--- config.mk ---
export PLATFORM = sky130hd
export DESIGN_NAME = weekly_alarm_table_matcher
export DESIGN_NICKNAME = d
export VERILOG_FILES = /design/src/sv/wat_pkg.sv /design/src/sv/weekly_alarm_table_matcher.sv /design/src/sv/wat_dp.sv /design/src/sv/wat_ctrl.sv
export SDC_FILE = /design/constraint.sdc
export NUM_CORES = 1
export LEC_CHECK = 0
export BUFFER_PORTS_ARGS = -buffer_cell sky130_fd_sc_hd__buf_2
export CAP_MARGIN = 20
export CELL_PAD_IN_SITES_DETAIL_PLACEMENT = 1
export CELL_PAD_IN_SITES_GLOBAL_PLACEMENT = 1
export CORE_ASPECT_RATIO = 1.5
export CORE_MARGIN = 1.5
export CORE_UTILIZATION = 53
export CTS_CLUSTER_DIAMETER = 100
export DETAILED_ROUTE_END_ITERATION = 10
export PLACE_DENSITY_LB_ADDON = 0.25
export REMOVE_ABC_BUFFERS = 1
export SYNTH_ARGS = -nofsm -noshare
export SYNTH_HDL_FRONTEND = slang
export SYNTH_SLANG_ARGS = --single-unit
--- constraint.sdc ---
create_clock -name clk -period 4.5 [get_ports clk]
set_input_delay 0.225 -clock clk [delete_from_list [all_inputs] [get_ports clk]]
set_output_delay 0.225 -clock clk [all_outputs]
set_load 0.05 [all_outputs]
--- src/sv/wat_pkg.sv ---
// shared types and constants of the weekly alarm table matcher
// no dependencies; imported by every module of the block
package wat_pkg;

    // table capacity and derived widths
    localparam int MAX_ALARMS = 16;
    localparam int IDX_W      = (MAX_ALARMS > 1) ? $clog2(MAX_ALARMS) : 1;
    localparam int CNT_W      = 7;
    localparam int SLOT_W     = 6;
    localparam int MIN_W      = 6;
    localparam int HOUR_W     = 5;
    localparam int DAYS_W     = 7;
    localparam int ACT_W      = 12;

    // marker for "no minute checked yet"
    localparam logic [CNT_W-1:0] NONE_CHECKED = 7'h7f;

    typedef enum logic [1:0] {
        OP_TICK   = 2'd0,
        OP_ADD    = 2'd1,
        OP_UPDATE = 2'd2,
        OP_READ   = 2'd3
    } opcode_t;

    typedef enum logic [1:0] {
        KIND_FIRED  = 2'd0,
        KIND_ADD    = 2'd1,
        KIND_UPDATE = 2'd2,
        KIND_READ   = 2'd3
    } kind_t;

    // one stored alarm, packed as in the table word
    typedef struct packed {
        logic [ACT_W-1:0]  action;
        logic              rpt;
        logic              active;
        logic [MIN_W-1:0]  minute;
        logic [HOUR_W-1:0] hour;
        logic [DAYS_W-1:0] days;
    } entry_t;

    // one result beat
    typedef struct packed {
        kind_t             kind;
        logic              ok;
        logic [SLOT_W-1:0] slot;
        entry_t            entry;
        logic [CNT_W-1:0]  count;
        logic              last;
    } res_t;

    // commands from controller to datapath
    typedef struct packed {
        logic capture;
        logic start_scan;
        logic op_emit;
        logic scan_run;
        logic flush_emit;
    } ctrl_cmd_t;

    // status from datapath to controller
    typedef struct packed {
        logic tick_same;
        logic out_free;
        logic scan_done;
        logic pend_valid;
    } dp_status_t;

endpackage

--- src/sv/weekly_alarm_table_matcher.sv ---
// Weekly alarm table matcher. An add, update or read beat is captured and its status beat
// is registered once the output side is free. A tick whose minute equals the last checked
// minute gives no beat. Any other tick scans the held entries (up to 16) one per cycle through
// the single read port of the table, pausing while a match waits on a stalled output side;
// each fired alarm is held back one match so the final one can carry last. The table needs
// no clearing after reset: the data of slots at or above the held count is never used. New
// input is taken only between items.
// top level: wires wat_ctrl and wat_dp; depends on wat_pkg
module weekly_alarm_table_matcher
    import wat_pkg::*;
(
    input  logic              clk,
    input  logic              rst_n,
    input  logic              in_valid,
    output logic              in_ready,
    input  logic [1:0]        opcode,
    input  logic [SLOT_W-1:0] entry_index,
    input  logic [DAYS_W-1:0] entry_days_mask,
    input  logic [HOUR_W-1:0] entry_hour,
    input  logic [MIN_W-1:0]  entry_minute,
    input  logic              entry_active,
    input  logic              entry_repeat,
    input  logic [ACT_W-1:0]  entry_action,
    input  logic [MIN_W-1:0]  now_minute,
    input  logic [HOUR_W-1:0] now_hour,
    input  logic [2:0]        now_weekday,
    output logic              out_valid,
    input  logic              out_ready,
    output logic [1:0]        result_kind,
    output logic              ok,
    output logic [SLOT_W-1:0] slot,
    output logic [DAYS_W-1:0] out_days_mask,
    output logic [HOUR_W-1:0] out_hour,
    output logic [MIN_W-1:0]  out_minute,
    output logic              out_active,
    output logic              out_repeat,
    output logic [ACT_W-1:0]  out_action,
    output logic [CNT_W-1:0]  entry_count,
    output logic              last
);

    ctrl_cmd_t  cmd;
    dp_status_t status;
    res_t       out_res;

    wat_ctrl u_ctrl (
        .clk      (clk),
        .rst_n    (rst_n),
        .in_valid (in_valid),
        .in_ready (in_ready),
        .opcode   (opcode),
        .status   (status),
        .cmd      (cmd)
    );

    wat_dp u_dp (
        .clk             (clk),
        .rst_n           (rst_n),
        .cmd             (cmd),
        .status          (status),
        .opcode          (opcode),
        .entry_index     (entry_index),
        .entry_days_mask (entry_days_mask),
        .entry_hour      (entry_hour),
        .entry_minute    (entry_minute),
        .entry_active    (entry_active),
        .entry_repeat    (entry_repeat),
        .entry_action    (entry_action),
        .now_minute      (now_minute),
        .now_hour        (now_hour),
        .now_weekday     (now_weekday),
        .out_ready       (out_ready),
        .out_res         (out_res),
        .out_valid       (out_valid)
    );

    // result beat fields
    assign result_kind   = out_res.kind;
    assign ok            = out_res.ok;
    assign slot          = out_res.slot;
    assign out_days_mask = out_res.entry.days;
    assign out_hour      = out_res.entry.hour;
    assign out_minute    = out_res.entry.minute;
    assign out_active    = out_res.entry.active;
    assign out_repeat    = out_res.entry.rpt;
    assign out_action    = out_res.entry.action;
    assign entry_count   = out_res.count;
    assign last          = out_res.last;

    // held count never exceeds the table capacity
    a_count_cap: assert property (@(posedge clk) disable iff (!rst_n)
        out_valid |-> (entry_count <= CNT_W'(MAX_ALARMS)))
        else $error("entry count above capacity");

    // a fired alarm always reports success
    a_fired_ok: assert property (@(posedge clk) disable iff (!rst_n)
        (out_valid && (result_kind == KIND_FIRED)) |-> ok)
        else $error("fired alarm without ok");

    // a fired one-shot alarm is reported already deactivated
    a_oneshot_cleared: assert property (@(posedge clk) disable iff (!rst_n)
        (out_valid && (result_kind == KIND_FIRED) && !out_repeat) |-> !out_active)
        else $error("one-shot alarm still active after firing");

    // an add, update or read beat blocks input until its status is issued
    a_op_busy: assert property (@(posedge clk) disable iff (!rst_n)
        (in_valid && in_ready && (opcode != OP_TICK)) |=> !in_ready)
        else $error("input taken while an operation is pending");

endmodule

--- src/sv/wat_dp.sv ---
// datapath: alarm table memory, scan pipeline, pending and output registers
// depends on wat_pkg; driven by wat_ctrl commands
module wat_dp
    import wat_pkg::*;
(
    input  logic              clk,
    input  logic              rst_n,
    input  ctrl_cmd_t         cmd,
    output dp_status_t        status,
    input  logic [1:0]        opcode,
    input  logic [SLOT_W-1:0] entry_index,
    input  logic [DAYS_W-1:0] entry_days_mask,
    input  logic [HOUR_W-1:0] entry_hour,
    input  logic [MIN_W-1:0]  entry_minute,
    input  logic              entry_active,
    input  logic              entry_repeat,
    input  logic [ACT_W-1:0]  entry_action,
    input  logic [MIN_W-1:0]  now_minute,
    input  logic [HOUR_W-1:0] now_hour,
    input  logic [2:0]        now_weekday,
    input  logic              out_ready,
    output res_t              out_res,
    output logic              out_valid
);

    entry_t mem [MAX_ALARMS];

    // captured beat
    opcode_t           in_op_reg, in_op_next;
    logic [SLOT_W-1:0] in_idx_reg, in_idx_next;
    entry_t            in_entry_reg, in_entry_next;

    // time of the current scan
    logic [MIN_W-1:0]  now_min_reg, now_min_next;
    logic [HOUR_W-1:0] now_hour_reg, now_hour_next;
    logic [DAYS_W-1:0] daybit_reg, daybit_next;

    // control state
    logic [CNT_W-1:0]  count_reg, count_next;
    logic [CNT_W-1:0]  lcm_reg, lcm_next;
    logic [CNT_W-1:0]  scan_idx_reg, scan_idx_next;
    logic              rd_vld_reg, rd_vld_next;
    logic              pend_vld_reg, pend_vld_next;
    logic              out_vld_reg, out_vld_next;

    // read side and result holding
    entry_t            rd_data_reg;
    logic [SLOT_W-1:0] rd_slot_reg, rd_slot_next;
    res_t              pend_reg, pend_next;
    res_t              out_reg, out_next;

    entry_t            new_entry;
    entry_t            fired_entry;
    res_t              op_res;
    res_t              fire_res;
    logic              idx_ok, room, out_free, hit, stall, advance, scan_more;
    logic              we, re, re_cap;
    logic [IDX_W-1:0]  waddr, raddr;
    entry_t            wdata;

    // entry from the input fields
    always_comb
    begin
        new_entry.action = entry_action;
        new_entry.rpt    = entry_repeat;
        new_entry.active = entry_active;
        new_entry.minute = entry_minute;
        new_entry.hour   = entry_hour;
        new_entry.days   = entry_days_mask;
    end

    // index and capacity checks, scan match
    assign idx_ok    = {1'b0, in_idx_reg} < count_reg;
    assign room      = count_reg < CNT_W'(MAX_ALARMS);
    assign out_free  = !out_vld_reg || out_ready;
    assign scan_more = scan_idx_reg < count_reg;
    assign hit       = rd_vld_reg && rd_data_reg.active
                       && (|(rd_data_reg.days & daybit_reg))
                       && (rd_data_reg.minute == now_min_reg)
                       && (rd_data_reg.hour == now_hour_reg);
    assign stall     = hit && pend_vld_reg && !out_free;
    assign advance   = cmd.scan_run && !stall;

    // one-shot alarm loses its active bit on firing
    always_comb
    begin
        fired_entry        = rd_data_reg;
        fired_entry.active = rd_data_reg.rpt;
    end

    always_comb
    begin
        fire_res.kind  = KIND_FIRED;
        fire_res.ok    = 1'b1;
        fire_res.slot  = rd_slot_reg;
        fire_res.entry = fired_entry;
        fire_res.count = count_reg;
        fire_res.last  = 1'b0;
    end

    // status result of add, update and read
    always_comb
    begin
        op_res.kind  = KIND_READ;
        op_res.ok    = 1'b0;
        op_res.slot  = in_idx_reg;
        op_res.entry = '0;
        op_res.count = count_reg;
        op_res.last  = 1'b1;
        case (in_op_reg)
            OP_ADD:
            begin
                op_res.kind = KIND_ADD;
                op_res.ok   = room;
                op_res.slot = room ? count_reg[SLOT_W-1:0] : '0;
                if (room)
                begin
                    op_res.entry = in_entry_reg;
                    op_res.count = count_reg + 1'b1;
                end
            end
            OP_UPDATE:
            begin
                op_res.kind  = KIND_UPDATE;
                op_res.ok    = idx_ok;
                op_res.entry = idx_ok ? in_entry_reg : '0;
            end
            OP_READ:
            begin
                op_res.kind  = KIND_READ;
                op_res.ok    = idx_ok;
                op_res.entry = idx_ok ? rd_data_reg : '0;
            end
            default:
            begin
                op_res.kind = KIND_FIRED;
                op_res.slot = '0;
            end
        endcase
    end

    // single write port of the table
    always_comb
    begin
        we    = 1'b0;
        waddr = '0;
        wdata = in_entry_reg;
        if (cmd.op_emit && (in_op_reg == OP_ADD) && room)
        begin
            we    = 1'b1;
            waddr = count_reg[IDX_W-1:0];
        end
        else if (cmd.op_emit && (in_op_reg == OP_UPDATE) && idx_ok)
        begin
            we    = 1'b1;
            waddr = in_idx_reg[IDX_W-1:0];
        end
        else if (advance && hit && !rd_data_reg.rpt)
        begin
            we    = 1'b1;
            waddr = rd_slot_reg[IDX_W-1:0];
            wdata = fired_entry;
        end
    end

    // single read port: input index at capture, otherwise the scan
    assign re_cap = cmd.capture && ({1'b0, entry_index} < CNT_W'(MAX_ALARMS));
    assign re     = re_cap || (advance && scan_more);
    assign raddr  = cmd.capture ? entry_index[IDX_W-1:0] : scan_idx_reg[IDX_W-1:0];

    always_ff @(posedge clk)
    begin
        if (we)
        begin
            mem[waddr] <= wdata;
        end
        if (re)
        begin
            rd_data_reg <= mem[raddr];
        end
    end

    // next state of datapath registers
    always_comb
    begin
        in_op_next    = in_op_reg;
        in_idx_next   = in_idx_reg;
        in_entry_next = in_entry_reg;
        now_min_next  = now_min_reg;
        now_hour_next = now_hour_reg;
        daybit_next   = daybit_reg;
        count_next    = count_reg;
        lcm_next      = lcm_reg;
        scan_idx_next = scan_idx_reg;
        rd_vld_next   = rd_vld_reg;
        rd_slot_next  = rd_slot_reg;
        pend_vld_next = pend_vld_reg;
        pend_next     = pend_reg;
        out_next      = out_reg;
        out_vld_next  = out_vld_reg;

        if (out_ready)
        begin
            out_vld_next = 1'b0;
        end

        if (cmd.capture)
        begin
            in_op_next    = opcode_t'(opcode);
            in_idx_next   = entry_index;
            in_entry_next = new_entry;
        end

        // tick with a new minute starts a scan
        if (cmd.start_scan)
        begin
            lcm_next      = {1'b0, now_minute};
            now_min_next  = now_minute;
            now_hour_next = now_hour;
            daybit_next   = (now_weekday == 3'd0) ? '0
                            : DAYS_W'(1) << (now_weekday - 3'd1);
            scan_idx_next = '0;
            rd_vld_next   = 1'b0;
        end

        if (cmd.op_emit)
        begin
            out_next     = op_res;
            out_vld_next = 1'b1;
            if ((in_op_reg == OP_ADD) && room)
            begin
                count_next = count_reg + 1'b1;
            end
        end

        // scan pipeline: read one entry, evaluate the previous
        if (advance)
        begin
            rd_vld_next = scan_more;
            if (scan_more)
            begin
                rd_slot_next  = scan_idx_reg[SLOT_W-1:0];
                scan_idx_next = scan_idx_reg + 1'b1;
            end
            if (hit)
            begin
                if (pend_vld_reg)
                begin
                    out_next     = pend_reg;
                    out_vld_next = 1'b1;
                end
                pend_next     = fire_res;
                pend_vld_next = 1'b1;
            end
        end

        // final fired alarm carries last
        if (cmd.flush_emit)
        begin
            out_next      = pend_reg;
            out_next.last = 1'b1;
            out_vld_next  = 1'b1;
            pend_vld_next = 1'b0;
        end
    end

    // control registers
    always_ff @(posedge clk or negedge rst_n)
    begin
        if (!rst_n)
        begin
            count_reg    <= '0;
            lcm_reg      <= NONE_CHECKED;
            scan_idx_reg <= '0;
            rd_vld_reg   <= 1'b0;
            pend_vld_reg <= 1'b0;
            out_vld_reg  <= 1'b0;
        end
        else
        begin
            count_reg    <= count_next;
            lcm_reg      <= lcm_next;
            scan_idx_reg <= scan_idx_next;
            rd_vld_reg   <= rd_vld_next;
            pend_vld_reg <= pend_vld_next;
            out_vld_reg  <= out_vld_next;
        end
    end

    // payload registers
    always_ff @(posedge clk)
    begin
        in_op_reg    <= in_op_next;
        in_idx_reg   <= in_idx_next;
        in_entry_reg <= in_entry_next;
        now_min_reg  <= now_min_next;
        now_hour_reg <= now_hour_next;
        daybit_reg   <= daybit_next;
        rd_slot_reg  <= rd_slot_next;
        pend_reg     <= pend_next;
        out_reg      <= out_next;
    end

    // status back to the controller
    always_comb
    begin
        status.tick_same  = ({1'b0, now_minute} == lcm_reg);
        status.out_free   = out_free;
        status.scan_done  = !rd_vld_reg && !scan_more;
        status.pend_valid = pend_vld_reg;
    end

    assign out_res   = out_reg;
    assign out_valid = out_vld_reg;

endmodule

--- src/sv/wat_ctrl.sv ---
// controller state machine: sequences operations and table scans
// depends on wat_pkg; commands wat_dp
module wat_ctrl
    import wat_pkg::*;
(
    input  logic       clk,
    input  logic       rst_n,
    input  logic       in_valid,
    output logic       in_ready,
    input  logic [1:0] opcode,
    input  dp_status_t status,
    output ctrl_cmd_t  cmd
);

    typedef enum logic [3:0] {
        ST_IDLE  = 4'b0001,
        ST_OP    = 4'b0010,
        ST_SCAN  = 4'b0100,
        ST_FLUSH = 4'b1000
    } state_t;

    state_t state_reg, state_next;

    // next state and commands
    always_comb
    begin
        state_next = state_reg;
        cmd        = '0;
        in_ready   = 1'b0;
        case (state_reg)
            ST_IDLE:
            begin
                in_ready = 1'b1;
                if (in_valid)
                begin
                    cmd.capture = 1'b1;
                    if (opcode_t'(opcode) == OP_TICK)
                    begin
                        if (!status.tick_same)
                        begin
                            cmd.start_scan = 1'b1;
                            state_next     = ST_SCAN;
                        end
                    end
                    else
                    begin
                        state_next = ST_OP;
                    end
                end
            end
            ST_OP:
            begin
                if (status.out_free)
                begin
                    cmd.op_emit = 1'b1;
                    state_next  = ST_IDLE;
                end
            end
            ST_SCAN:
            begin
                cmd.scan_run = 1'b1;
                if (status.scan_done)
                begin
                    state_next = ST_FLUSH;
                end
            end
            ST_FLUSH:
            begin
                if (!status.pend_valid)
                begin
                    state_next = ST_IDLE;
                end
                else if (status.out_free)
                begin
                    cmd.flush_emit = 1'b1;
                    state_next     = ST_IDLE;
                end
            end
            default:
            begin
                state_next = ST_IDLE;
            end
        endcase
    end

    // state register
    always_ff @(posedge clk or negedge rst_n)
    begin
        if (!rst_n)
        begin
            state_reg <= ST_IDLE;
        end
        else
        begin
            state_reg <= state_next;
        end
    end

endmodule
* After elaboration in Yosys (flattened, before gate mapping) *
Memories as Yosys holds them, arrays and structs flattened. A register that Yosys moved wholly into a read port is not among the register bits.
Cells that the tools add are included.

storage, ports and cells
  memories = 1
  flip-flop bits (word level) = 185
  RAM bits = 512
  output and inout port bits = 51
  input bits = 58
  logic and storage cells = 154

cells by class
  $add $sub $neg = 3
  reduce and logical (&&, ||, !) cells = 37
  mux-type cells = 57
  magnitude comparators = 4
  shifts and indexed selects = 1
  equality and inequality tests = 13
  bitwise operators = 1

memory list
  name      words  bits a word  read ports  clocked after memory_dff  wr ports  RTL line      text
  u_dp.mem  16     32           1           1                         1         wat_dp.sv:26  entry_t mem [MAX_ALARMS];

operators with widths
  operator             count
  $mux 49              4
  $mux 32              5
  $pmux 32 s3          1
  $mux 46              1
  $mux 4               10
  $mux 39              1
  $mux 7               4
  $mux 1               24
  $logic_and 1x1->1    17
  $pmux 4 s4           1
  $add 7x1->7 const B  2
  $pmux 6 s2           1
  $reduce_and 2->1     4
  $and 7x7->7          1
  $eq 6x7->1           1
  $lt 6x7->1           1
  $lt 7x5->1 const B   1
  $lt 7x7->1           1
  $reduce_or 7->1      1
  $shl 1x3->7 const A  1
  $eq 6x6->1           1
  $logic_not 1->1      6
  $lt 6x5->1 const B   1
  $mux 6               1
  19 further kinds     25

* Depth between registers and ports, before layout *
  word-level depth = 16
  depth in mapped cells = 10
  mapped depth without buffers = 9

* Modules after synthesis *
Synthesis repeated with hierarchy kept, for this count alone.

unflattened totals
  cells, all modules = 1509
  area total of the unflattened synthesis = 28297.1 µm²

modules (own cells, without submodules)
  module    area an instance (µm²)  instances  cells each  sequential area each (µm²)
  wat_dp    27966.8                 1          1475        21169.1
  wat_ctrl  330.3                   1          34          101.3

* Worst setup path after synthesis *
Ideal clock, no wire load.

  path type = register -> register
  from = register u_ctrl.state_reg[0]
  to = register u_dp.fire_res[10] (netlist name)
  clock period less this slack = 4.489 ns
  cell stages (with the launch flop) = 4
  arrival = 4.016 ns
  required time = 4.028 ns
  path slack = 0.011 ns
  setup time = 0.472 ns
  path buffers = 0
  cell sequence = dfstp_2 -> nor4b_4 -> nand2_2 -> o32ai_1

on the way
  word-level cells in the longest chain between the ends = 5
  elaborated cells on any way between the ends = 9
  classes of those cells = eq/ne: 2; mux: 3; reduce/logical: 4

ends and longest elaborated chain
  element                 RTL line        text
  start, declared         wat_ctrl.sv:22  state_t state_reg, state_next;
  start signal, assigned  wat_ctrl.sv:95  state_reg <= state_next;
  $eq 4x3->1              wat_ctrl.sv:30  case (state_reg)
  $mux 1                  wat_ctrl.sv:30
  $logic_and 1x1->1       wat_dp.sv:82    assign advance = cmd.scan_run && !stall;
  $logic_and 1x1->1       wat_dp.sv:168   assign re = re_cap || (advance && scan_more);
  $logic_or 1x1->1 (*)    wat_dp.sv:168
  via u_dp.re             wat_dp.sv:57    logic we, re, re_cap;

The timed path passes the listed nets; every way through them passes the cells marked *.
A chain may end at the register's enable or synchronous reset.

* Worst setup path in the final report *
  from = register u_dp.fire_res[18] (netlist name)
  to = memory u_dp.mem[8][2] (netlist bit), enable pin

on the way
  word-level cells in the longest chain between the ends = 13
  elaborated cells on any way between the ends = 16
  classes of those cells = eq/ne: 1; mux: 8; reduce/logical: 7

ends and longest elaborated chain
  element                              RTL line       text
  $eq 5x5->1 (*)                       wat_dp.sv:80   && (rd_data_reg.hour == now_hour_reg);
  $logic_and 1x1->1 (*)                wat_dp.sv:80
  $logic_and 1x1->1 (2 in series)      wat_dp.sv:81   assign stall = hit && pend_vld_reg && !out_free;
  $logic_not 1->1                      wat_dp.sv:82
  $logic_and 1x1->1                    wat_dp.sv:82
  $logic_and 1x1->1 (*) (2 in series)  wat_dp.sv:158  else if (advance && hit && !rd_data_reg.rpt)
  $mux 1                               wat_dp.sv:158
  $mux 1                               wat_dp.sv:153  else if (cmd.op_emit && (in_op_reg == OP_UPDATE) && idx_ok)
  $mux 1                               wat_dp.sv:148  if (cmd.op_emit && (in_op_reg == OP_ADD) && room)
  $mux 1                               wat_dp.sv:173  if (we)
  $mux 1 (implied by the code)         wat_dp.sv:175  mem[waddr] <= wdata;
  end, declared                        wat_dp.sv:26

Every way passes the cells marked *; elsewhere a longest branch is shown, timed or not.

==> run summary <==
The run finished with clean final reports. The number of nets in the final layout was 1986; the count of cell types in the netlist was 61. The post-route fraction of the period consumed by the critical path is 89.4%, and the clock-pin slew on the worst setup and hold paths is 0.06 ns. Among all flip-flop cells after synthesis, the most frequent one is edfxtp_1.

Headroom to the max-slew limit came out at 37.1%. The worst hold path begins at in_valid. The logs give 68 for the number of clock buffers inserted by TritonCTS and 3 for the deepest clock path buffer count. Ratio of cells with drive above 1 in the final layout: 15.7%. The cell at the root of the clock tree was clkbuf_16. The number of ports placed on the die boundary was 109; the async set-or-reset flop fraction in the synthesized netlist was 3.84%. The final count of hold timing violations is 0. In the final timing run, aggregate negative setup slack is 0 ns. By area the synthesized netlist is led by edfxtp_1 (69%), mux2i_1 (9.4%), dfxtp_1 (3.5%). STA classifies the critical path startpoint as a flop. Data on the critical path arrives at its endpoint at 4.31 ns. The mean routed wirelength per cell was 29.2 um; the worst endpoint required time was 4.79 ns. For the highest clock frequency the design can meet, the log shows 249 MHz. Setup repair after global routing left no endpoint under its margin. For the number of DRC markers after the initial detailed-route iteration, the log shows 1316. The maximum level of the CTS H-tree is 3, and the cell area power density is 557 nW/um^2. The first-pass detailed-route iteration total is 5, and the number of antenna violations at the first check in global routing is 1. The tools report the critical path launch point as u_dp.fire_res[18].

The tools report the start of the worst register-to-register path as u_dp.fire_res[18]. For the leakage power figure, the log shows 0.0124 uW. The sum of net half-perimeters after detailed placement came out at 45900 um. The worst-case vdd ir drop was 0.000417 V. The worst clock skew on the final layout is 0.0247 ns.

Routability-driven placement finished with a final weighted congestion of 0.812. The register with the most flip-flops in the layout has 512 of them. TritonCTS built the clock tree.

Summing all flip-flop and latch instances after layout gives 21300 sq um. The commonest cells after synthesis are edfxtp_1 (652), mux2i_1 (264), o22ai_1 (129). Along the worst path, the maximum fanout reaches 20.

Using the TritonRoute via totals, the vias-per-cell ratio works out to 6.22. Row generation in the floorplan step produced 103 rows. The transition time at the pin with the least slew margin came out at 0.944 ns. The count of port buffers added during placement is 108, and the core outline area is 52600 sq um.

Max-cap violations in this run came to 0. The most repeated cell in the gate-level netlist after synthesis was edfxtp_1. Synthesis-stage register bit count: 729. The cell area after synthesis came out at 28200 sq um. The minimum clock period after layout came out at 4.02 ns. Entering global routing, the biggest net connects 73 pins. The endpoint type of the worst setup path is a flop. For this design, the sink count on the clock tree is 729.

The critical path is of the reg -> reg type. The synthesized design contains 652 enable-type register cells. The logs give 18.0k for the number of global-route vias before repair and 16.5k for the total vias in the final route.

The wire length of the first global-routing pass is 114000 um, and the global-route congestion overflow total is 0. Once the floorplan was initialized, standard cells occupied 53.7% of the core. The total die area is 54700 sq um, and the antenna diode count is 0. Post-detailed-route DRC marker count: 0. After filler insertion, the fill cell instance count of the layout stands at 4690. Once detail routing completed, the nets flagged for antenna violations numbered 0.

Final hold analysis gives a worst-case slack of 0.0859 ns. Setup violations remaining at the end of the flow were counted as 0. The cell count after synthesis came out at 1710. edfxtp_1 takes more of the synthesized area than any other cell.

After synthesis, flip-flops and latches occupy 75.4% of the total area. The mean instance size in the synthesized netlist was 16.5 sq um; the horizontal die dimension was 191 um. The final standard cell utilization of the core is 61.9%. The area growth from synthesis to layout was 15.3%; the number of warnings printed during yosys synthesis was 0.

Type of the worst min-delay path: in -> reg. The die is 286 um tall. The max-slew violation count is 0, and the worst hold path stage count is 4. At the later pin of the worst-skew pair, clock insertion delay measures 0.61 ns.

The logs give 77200 um for the wire length after detailed routing and 6650 sq um for the area of the multi-input gates. In the global route stage, overall resource usage came out at 28.8%. The number of cells on the worst reg-to-reg path is 8, and the share of the synthesized area in the top cell type is 69.4%.
==> critical path: stages, from the launching register on <==
cell and delay [ns]:
edfxtp_1 0.49, xor2_1 0.22, nor4_1 0.33, and4_1 0.43, nand3_2 0.46, o21ai_0 0.48
nand2b_1 0.33, nor2_4 0.65, buf_12 0.29
==> where the power goes <==
part | internal [uW] | leakage, uW | total [uW] | switching, uW
registers | 8120 | 0.00663 | 8450 | 324
clock network | 3210 | 0.00103 | 5660 | 2440
logic | 1340 | 0.00477 | 4040 | 2700
==> final timing paths <==
kind | endpoint | slack (ns)
min in group asynchronous | u_dp.out_valid | 0.24
setup reg to reg | u_dp.mem[8][2] | 0.48
setup / recovery | u_dp.mem[8][2] | 0.48
hold / removal | u_ctrl.state_reg[2] | 0.09
max in group asynchronous | u_dp.count_reg[5] | 3.77
hold reg to reg | u_dp.pend_reg[45] | 0.41
==> routing by layer <==
| metal | share of wire [%] | wire, um | vias to the layer above | track usage, % |
|---|---|---|---|---|
| met3 | 5.8 | 4510 | 207 | 4.07 |
| met2 | 53 | 40700 | 656 | 50.9 |
| li1 | - | - | 7176 | - |
| met5 | 0 | 0 | - | 0 |
| met4 | 4.3 | 3290 | 0 | 13.5 |
| met1 | 37 | 28800 | 8421 | 34.6 |
==> through the flow <==
step                      std cells  cell area, sq um  setup slack (ns)  total power (uW)
after floorplan                1623             27800            -17.96             11100
after global placement         2468             29800             0.730             12400
after detailed placement       2468             29800             0.601             12500
after CTS                      2645             32500             0.527             18200
after global routing           2646             32600             0.355             18700
final                          2646             32600             0.478             18100
==> logic make-up (layout without fill, tap and decap cells) <==
group / count (synthesis) / in the layout / share of synthesized area [%]
DFF: 729 / 729 / 75.4
and+or+nand+nor: 287 / 287 / 5.02
muxes: 282 / 282 / 10.1
AOI/OAI and AO/OA: 275 / 275 / 6.48
buffers and inverters: 100 / 354 / 1.71
xor gates and xnor gates: 23 / 23 / 0.714
adders and majority gates: 14 / 14 / 0.621
==> final cells by class <==
type / instances / area share [%]
sequential: 729 / 65.3
multi-input combinational: 881 / 20.4
clock buffer: 94 / 5.78
timing repair buffer: 221 / 4.89
tap: 682 / 2.62
clock inverter: 26 / 0.784
inverter: 13 / 0.154
==> cell usage in the layout, fill, tap and decap left out, types with 15 or more instances in the layout <==
cell type and n:
dfxtp_1 49, o22ai_1 129, nor2_1 55, o21ai_0 27
clkbuf_1 20, dfrtp_1 20, mux2_2 18, clkinv_1 15
clkbuf_16 70, mux2i_1 263, nand2_1 109, buf_4 50
a222oi_1 31, edfxtp_1 652, a21oi_1 49, buf_2 109
or4_1 32, dlygate4sd3_1 57
==> timing repair <==
item,4_1_cts,5_1_grt
endpoints found under the hold margin,84,0
gates resized for setup,0,0
setup buffers,0,0
hold buffers,57,0
Note: power is estimated with default switching activity, not from simulation.
